`src/hdl/mdct_pkg.sv`:
```
// ----------------------------------------------------------------------------
// mdct_pkg
// Shared types, constants and microcode store for the MPPT duty cycle tracker
// ----------------------------------------------------------------------------
package mdct_pkg;

  localparam int PWM_PERIOD_DEF = 1280;

  localparam int VOLT_W = 16;
  localparam int DUTY_W = 11;
  localparam int QTH_W  = 16;
  localparam int KIND_W = 3;
  localparam int CFG_IDX_W = 3;
  localparam int CFG_DATA_W = 16;
  localparam int OUT_DATA_W = 32;

  localparam logic [QTH_W-1:0]  Q_ALPHA_RST    = QTH_W'(26);
  localparam logic [QTH_W-1:0]  Q_BETA_RST     = QTH_W'(128);
  localparam logic [DUTY_W-1:0] DUTY_MIN_RST   = DUTY_W'(300);
  localparam logic [DUTY_W-1:0] DUTY_MAX_RST   = DUTY_W'(800);
  localparam logic [DUTY_W-1:0] START_DUTY_RST = DUTY_W'(640);
  localparam logic [DUTY_W-1:0] FIRST_DUTY_RST = DUTY_W'(655);

  typedef enum logic [CFG_IDX_W-1:0] {
    REG_Q_ALPHA    = 3'd0,
    REG_Q_BETA     = 3'd1,
    REG_DUTY_MIN   = 3'd2,
    REG_DUTY_MAX   = 3'd3,
    REG_START_DUTY = 3'd4,
    REG_FIRST_DUTY = 3'd5
  } cfg_reg_t;

  typedef enum logic [KIND_W-1:0] {
    KIND_NONE    = 3'd0,
    KIND_HALF_UP = 3'd1,
    KIND_HALF_DN = 3'd2,
    KIND_FULL_UP = 3'd3,
    KIND_FULL_DN = 3'd4
  } step_kind_t;

  // microcode fields
  typedef enum logic [2:0] {
    A_DIFF = 3'd0,
    A_T    = 3'd1,
    A_QA   = 3'd2,
    A_QB   = 3'd3
  } sel_a_t;

  typedef enum logic [2:0] {
    B_CUR = 3'd0,
    B_PER = 3'd1,
    B_DV  = 3'd2,
    B_DD  = 3'd3,
    B_SQ  = 3'd4
  } sel_b_t;

  typedef enum logic [1:0] {
    ACC_HOLD = 2'd0,
    ACC_LOAD = 2'd1,
    ACC_ADD  = 2'd2
  } acc_op_t;

  localparam int STEP_W = 4;

  localparam logic [STEP_W-1:0] STEP_DONE  = STEP_W'(7);
  localparam logic [STEP_W-1:0] STEP_FIRST = STEP_W'(8);

  typedef struct packed {
    sel_a_t            sel_a;
    sel_b_t            sel_b;
    logic              t_ld;
    acc_op_t           acc_op;
    logic              mag_ld;
    logic              band_ld;
    logic              br_first;
    logic [STEP_W-1:0] target;
    logic              done;
    logic              first;
  } ctrl_t;

  localparam ctrl_t CTRL_NOP = '0;

  function automatic ctrl_t mdct_ucode(input logic [STEP_W-1:0] step);
    ctrl_t c;
    c = CTRL_NOP;
    unique case (step)
      4'd0: begin
        c.sel_a    = A_DIFF;
        c.sel_b    = B_CUR;
        c.br_first = 1'b1;
        c.target   = STEP_FIRST;
      end
      4'd1: begin
        c.sel_a = A_QA;
        c.sel_b = B_PER;
        c.t_ld  = 1'b1;
      end
      4'd2: begin
        c.sel_a = A_T;
        c.sel_b = B_DV;
        c.t_ld  = 1'b1;
      end
      4'd3: begin
        c.sel_a  = A_T;
        c.sel_b  = B_DD;
        c.acc_op = ACC_LOAD;
      end
      4'd4: begin
        c.sel_a  = A_QA;
        c.sel_b  = B_SQ;
        c.acc_op = ACC_ADD;
      end
      4'd5: begin
        c.sel_a  = A_QB;
        c.sel_b  = B_SQ;
        c.t_ld   = 1'b1;
        c.mag_ld = 1'b1;
      end
      4'd6: begin
        c.band_ld = 1'b1;
      end
      STEP_DONE: begin
        c.done = 1'b1;
      end
      STEP_FIRST: begin
        c.first = 1'b1;
      end
      default: begin
        c = CTRL_NOP;
      end
    endcase
    return c;
  endfunction

endpackage

```
`src/hdl/mdct_datapath.sv`:
```
// ----------------------------------------------------------------------------
// mdct_datapath
// Shared multiplier, accumulator and band compare driven by the microcode
// ----------------------------------------------------------------------------
module mdct_datapath #(
  parameter int PWM_PERIOD = mdct_pkg::PWM_PERIOD_DEF
) (
  input  logic                         clk,
  input  logic                         en,
  input  mdct_pkg::ctrl_t              ctrl,
  input  logic [mdct_pkg::DUTY_W-1:0]  cur,
  input  logic [mdct_pkg::DUTY_W-1:0]  prv,
  input  logic [mdct_pkg::VOLT_W-1:0]  volt,
  input  logic [mdct_pkg::VOLT_W-1:0]  vprev,
  input  logic [mdct_pkg::QTH_W-1:0]   q_alpha,
  input  logic [mdct_pkg::QTH_W-1:0]   q_beta,
  output mdct_pkg::step_kind_t         kind
);
  import mdct_pkg::*;

  localparam int PW     = $clog2(PWM_PERIOD + 1);
  localparam int DIFF_W = ((PW > DUTY_W) ? PW : DUTY_W) + 1;
  localparam int DD_W   = DUTY_W + 1;
  localparam int DV_W   = VOLT_W + 1;
  localparam int P1_W   = DIFF_W + DD_W;
  localparam int VP_W   = VOLT_W + PW + 1;
  localparam int TH_W   = QTH_W + 2 * PW + 1;
  localparam int T_W0   = (P1_W > VP_W) ? P1_W : VP_W;
  localparam int T_W    = (T_W0 > TH_W) ? T_W0 : TH_W;
  localparam int SQ_W   = 2 * PW;
  localparam int B_W0   = (DV_W > SQ_W + 1) ? DV_W : SQ_W + 1;
  localparam int B_W    = (B_W0 > PW + 1) ? B_W0 : PW + 1;
  localparam int A_W    = T_W;
  localparam int PROD_W = A_W + B_W;
  localparam int Q_W    = PROD_W + 1;

  localparam logic [SQ_W-1:0] PER_SQ = SQ_W'(PWM_PERIOD) * SQ_W'(PWM_PERIOD);

  logic signed [DIFF_W-1:0] diff;
  logic signed [DD_W-1:0]   dd;
  logic signed [DV_W-1:0]   dv;
  logic signed [A_W-1:0]    op_a;
  logic signed [B_W-1:0]    op_b;
  logic signed [PROD_W-1:0] prod;
  logic signed [T_W-1:0]    t;
  logic signed [Q_W-1:0]    acc;
  logic [Q_W-1:0]           mag;
  logic                     pos;
  logic                     lt_a;
  logic                     lt_b;
  step_kind_t               kind_next;

  assign diff = DIFF_W'(PWM_PERIOD) - DIFF_W'(cur);
  assign dd   = DD_W'(cur) - DD_W'(prv);
  assign dv   = DV_W'(volt) - DV_W'(vprev);

  always_comb begin
    unique case (ctrl.sel_a)
      A_DIFF:  op_a = A_W'(diff);
      A_T:     op_a = t;
      A_QA:    op_a = A_W'({1'b0, q_alpha});
      A_QB:    op_a = A_W'({1'b0, q_beta});
      default: op_a = '0;
    endcase
  end

  // step one uses the voltage times period, routed through the qa slot
  always_comb begin
    unique case (ctrl.sel_b)
      B_CUR:   op_b = B_W'({1'b0, cur});
      B_PER:   op_b = B_W'(PWM_PERIOD);
      B_DV:    op_b = B_W'(dv);
      B_DD:    op_b = B_W'(dd);
      B_SQ:    op_b = B_W'({1'b0, PER_SQ});
      default: op_b = '0;
    endcase
  end

  logic signed [A_W-1:0] op_a_sel;
  assign op_a_sel = (ctrl.sel_a == A_QA && ctrl.sel_b == B_PER) ?
                    A_W'({1'b0, volt}) : op_a;

  assign lt_a = mag < {{(Q_W-T_W){1'b0}}, t};
  assign lt_b = mag < {1'b0, prod};

  always_comb begin
    priority if (lt_a) begin
      kind_next = KIND_NONE;
    end else if (lt_b) begin
      kind_next = pos ? KIND_HALF_UP : KIND_HALF_DN;
    end else begin
      kind_next = pos ? KIND_FULL_UP : KIND_FULL_DN;
    end
  end

  always_ff @(posedge clk) begin
    if (en) begin
      prod <= op_a_sel * op_b;
      if (ctrl.t_ld) begin
        t <= prod[T_W-1:0];
      end
      unique case (ctrl.acc_op)
        ACC_LOAD: acc <= Q_W'(prod);
        ACC_ADD:  acc <= acc + Q_W'(prod);
        default:  acc <= acc;
      endcase
      if (ctrl.mag_ld) begin
        mag <= acc[Q_W-1] ? unsigned'(-acc) : unsigned'(acc);
        pos <= !acc[Q_W-1] && (acc != '0);
      end
      if (ctrl.band_ld) begin
        kind <= kind_next;
      end
    end
  end

endmodule

```
`config.mk`:
```
export PLATFORM = sky130hd
export DESIGN_NAME = mdct_datapath
export DESIGN_NICKNAME = d
export VERILOG_FILES = /design/src/hdl/mdct_pkg.sv /design/src/hdl/mdct_datapath.sv
export SDC_FILE = /design/constraint.sdc
export NUM_CORES = 2
export LEC_CHECK = 0
export BUFFER_PORTS_ARGS = -buffer_cell sky130_fd_sc_hd__buf_2
export CAP_MARGIN = 40
export CORE_ASPECT_RATIO = 1.5
export CORE_UTILIZATION = 45
export CTS_BUF_LIST = sky130_fd_sc_hd__clkbuf_4
export DETAILED_ROUTE_END_ITERATION = 10
export HOLD_SLACK_MARGIN = 0.12
export PLACE_DENSITY_LB_ADDON = 0.3
export REMOVE_ABC_BUFFERS = 1
export SLEW_MARGIN = 20
export SYNTH_ARGS = -nofsm -noshare
export SYNTH_HDL_FRONTEND = slang
export SYNTH_SLANG_ARGS = --single-unit
```
`constraint.sdc`:
```
create_clock -name clk -period 23 [get_ports clk]
set_input_delay 3.45 -clock clk [delete_from_list [all_inputs] [get_ports clk]]
set_output_delay 3.45 -clock clk [all_outputs]
set_load 0.05 [all_outputs]
```
==> results.txt <==
----------------------------------------------------
[Global routing]
  Initial antenna violation count ... 9
  Global-route met3 utilization ... under 10%
  Most Crowded Layer GR ... met2
  Met1 capacity usage during global routing ... 27.9%
  GRT Util Overall ... 28.2%
  Total congestion overflow ... 0
  GRT met2 Usage ... 51.9%
  Vias in the first global route ... 40278
  Global-route wire length before repair ... about 230000 um
  Pin count of the biggest net entering global routing ... 75

[Clock tree]
  Clock H-tree levels ... 2
  TritonCTS clock tree ... done
  Clk root buf ... sky130_fd_sc_hd__clkbuf_4
  Clock latency reported for the late side of the worst-skew pair ... 0.77 ns
  Post-CTS Setup Bufs ... 0
  Number of buffers created by CTS ... 61
  Clock-pin slew reported for the worst setup and hold paths after clock tree synthesis ... 0.07 ns
  CTS-repair resized insts ... 0
  CTS hold repair buffers ... 0
  Maximum buffer depth of the clock tree ... 3
  Sinks on the clock net ... 231

[Setup path]
  CP endpoint kind ... register
  Buffers and inverters on the worst path ... 8
  Endpoint required time on the critical path ... 23.52 ns
  Worst path top cell family by delay ... adder cells
  Arr. time, crit path ... 14.68 ns
  Max incr delay on CP ... 0.63 ns
  Category of the most critical setup path ... input pin to register
  Maximum fanout along the worst path ... between 60 and 70
  Worst setup slack for register-to-register paths ... approximately 13 ns
  Most used cell, CP ... sky130_fd_sc_hd__fa_1
  Kind of start point of the critical path ... input pin
  Library cell contributing the largest single delay on the critical path ... sky130_fd_sc_hd__o21ai_0

[Yosys]
  Share of synthesized area occupied by flip-flops and latches ... 14.6%
  Number of warnings reported in the yosys synthesis log ... 0
  Combinational family with the most area after synthesis ... adder cells
  XOR/XNOR Fraction of Synth Area ... 3.72%
  Share of Yosys cell area claimed by the top area cell type ... 37.9%
  Avg Synthesized Cell Area ... approximately 9 um^2
  Cell type contributing the most total cell area after synthesis ... sky130_fd_sc_hd__fa_1
  Fraction of registers with async set/reset ... 0%
  Multiplexer share of the synthesized area ... 1.06%
  Most used standard cell by instance count after synthesis ... sky130_fd_sc_hd__inv_1
  Mapped Area ... 47400 um^2
  Share of synthesized cell area in full adder, half adder and majority cells ... a little under half
  Number of enable flip-flop cells after synthesis ... 231
  Post-synthesis sequential element count ... 231
  Area share of and/or/nand/nor cells after synthesis ... 12.0%
  Synth Area in Compound Gates ... 10.2%
  Most instantiated cells after synthesis ... sky130_fd_sc_hd__inv_1, sky130_fd_sc_hd__fa_1, sky130_fd_sc_hd__nand2_1
  Number of distinct library cells after synthesis ... 77
  Most used DFF post-synth ... sky130_fd_sc_hd__edfxtp_1
  Top area cells in the synthesized netlist ... sky130_fd_sc_hd__fa_1, sky130_fd_sc_hd__edfxtp_1, sky130_fd_sc_hd__inv_1, sky130_fd_sc_hd__ha_1, sky130_fd_sc_hd__nand2_1
  Synthesized instance count ... 5144

[STA]
  Sum Neg Setup Slack ... 0 ns
  Fmax ... between 70 and 80 MHz
  Post-Route Skew ... 0.0541 ns
  Final Worst Setup Slack ... 8.84 ns
  Unrepaired setup endpoints after global routing ... no
  Worst max-slew margin expressed relative to the limit ... 42.5%
  Final slew viol count ... 0
  Count of endpoints failing hold in the final timing report ... 0
  Part of the cycle the worst path needs ... about three fifths
  Final critical path time including I/O delays and setup ... 14.16 ns
  Slew @ Worst Pin ... 0.863 ns
  Number of endpoints failing setup at the final stage ... 0

[Detailed routing]
  Initial DRC Count ... 2133
  Detailed-route wire length ... roughly 140000 um
  Remaining routing DRC violations ... 0
  Number of search-and-repair iterations in the first detailed-routing pass ... 9
  Detailed-route via count ... 36674
  Remaining antenna violation count after routing ... 0
  Average routed wire per standard cell ... 21.6 um
  Detailed-route vias per instance ... 5.51

[Layout]
  Nets@finish ... 6566
  FILL cells ... between 9000 and 10000
  Share of cells above drive strength 1 ... 6.97%
  Signed area change from the synthesized netlist to the final layout ... 6.81%

[Power]
  Worst vdd ir ... ~0.000044 V
  Leakage power ... ~25 nW
  Power density cells ... approximately 73 nW/um^2

[Placement]
  Number of I/O port buffers ... 101
  Dpl hpwl ... 117000 um
  Worst slack after detailed placement ... 8.25 ns
  Final RePlAce weighted congestion ... approximately 0.96

[Min path]
  Class of the tightest hold or removal check ... register to register

[Floorplanning]
  Initial standard-cell utilization of the core ... 45.4%
  Number of cell rows ... 145
  Core region area ... 104000 um^2
  Total die area ... between 100000 and 150000 um^2
  Chip Width ... roughly 270 um
  Boundary Pins ... 109
  Height of the die ... 399 um

[Status]
  Outcome ... finished, final reports clean

[Job]
  Count of maximum capacitance violations ... 0

----------------------------------------------------
where the power goes:
group          switching [W]  total (W)  leakage [nW]  internal, W
registers           0.000128   0.000783          2.21     0.000655
logic                0.00153    0.00254          22.2      0.00100
clock network       0.000183   0.000365         0.452     0.000182
total                0.00184    0.00369          24.8      0.00184
flip-flops by register name (all words and copies together), names as in the netlist:
name,flops
mag,63
t,39
prod,62
pos,1
kind,3
acc,63
routing by layer:
metal	vias up	routed length, um
li1	16272	-
met1	18418	46300
met2	1372	75100
met3	608	7760
met4	4	14800
met5	-	26
layout make-up:
| class | count | area (um^2) | area share (%) |
|---|---|---|---|
| Multi-Input combinational cell | 3507 | 35300 | 69.7 |
| Sequential cell | 231 | 6940 | 13.7 |
| Inverter | 1220 | 4580 | 9.05 |
| Tap cell | 1396 | 1750 | 3.45 |
| Timing Repair Buffer | 191 | 1300 | 2.56 |
| Clock buffer | 85 | 638 | 1.26 |
| Clock inverter | 20 | 118 | 0.232 |
| Antenna cell | 4 | 10.0 | 0.0198 |
through the flow:
step	instances	total power [W]	hold WS [ns]	util [%]	area, um^2
6_report	6654	0.00369	0.542	48.5	50600
3_5_place_dp	6541	0.00330	0.535	47.7	49800
4_1_cts	6646	0.00369	0.543	48.4	50500
5_1_grt	6654	0.00400	0.554	48.5	50600
2_1_floorplan	4958	0.00246	0.457	-	46600
3_3_place_gp	6526	0.00327	0.536	47.5	49600
path summary, 6_finish.rpt:
kind | startpoint | endpoint | depth (start not counted)
setup / recovery | volt[0] | prod[61]$_DFFE_PP_ | 38
hold / removal | prod[7]$_DFFE_PP_ | t[7]$_DFFE_PP_ | 0
setup reg to reg | t[7]$_DFFE_PP_ | prod[59]$_DFFE_PP_ | 28
hold reg to reg | prod[7]$_DFFE_PP_ | t[7]$_DFFE_PP_ | 0
logic make-up (layout without fill, tap and decap cells):
family	after synthesis	count (layout)
AND/OR/NAND/NOR	1264	1264
other	0	4
adder cells (fa/ha/maj)	1248	1248
XOR/XNOR	201	201
AO/OA/AOI/OAI	750	750
buffers and inverters	1406	1516
flip-flops	231	231
multiplexers	44	44
cells in the final DEF, fill, tap and decap left out, types with 86 or more instances in the layout:
cell type	Yosys	layout
sky130_fd_sc_hd__edfxtp_1	231	231
sky130_fd_sc_hd__fa_1	897	897
sky130_fd_sc_hd__a21o_1	139	139
sky130_fd_sc_hd__inv_1	1219	1219
sky130_fd_sc_hd__xnor2_1	148	148
sky130_fd_sc_hd__ha_1	351	350
sky130_fd_sc_hd__a21oi_1	172	167
sky130_fd_sc_hd__nor3_1	87	86
sky130_fd_sc_hd__nand2_1	543	543
sky130_fd_sc_hd__clkbuf_4	0	86
sky130_fd_sc_hd__buf_2	0	103
sky130_fd_sc_hd__o21ai_0	198	197
sky130_fd_sc_hd__nor2_1	332	328
worst register-to-register path, delay by kind of cell, from the launching register on:
| family | cells | cell delay [ns] |
|---|---|---|
| AOI/OAI and AO/OA | 8 | 3.61 |
| xor gates and xnor gates | 1 | 0.21 |
| adders and majority gates | 8 | 4.09 |
| buffers and inverters | 6 | 0.36 |
| DFF | 1 | 0.49 |
| and+or+nand+nor | 5 | 1.20 |
(Power assumes the default switching activity.)
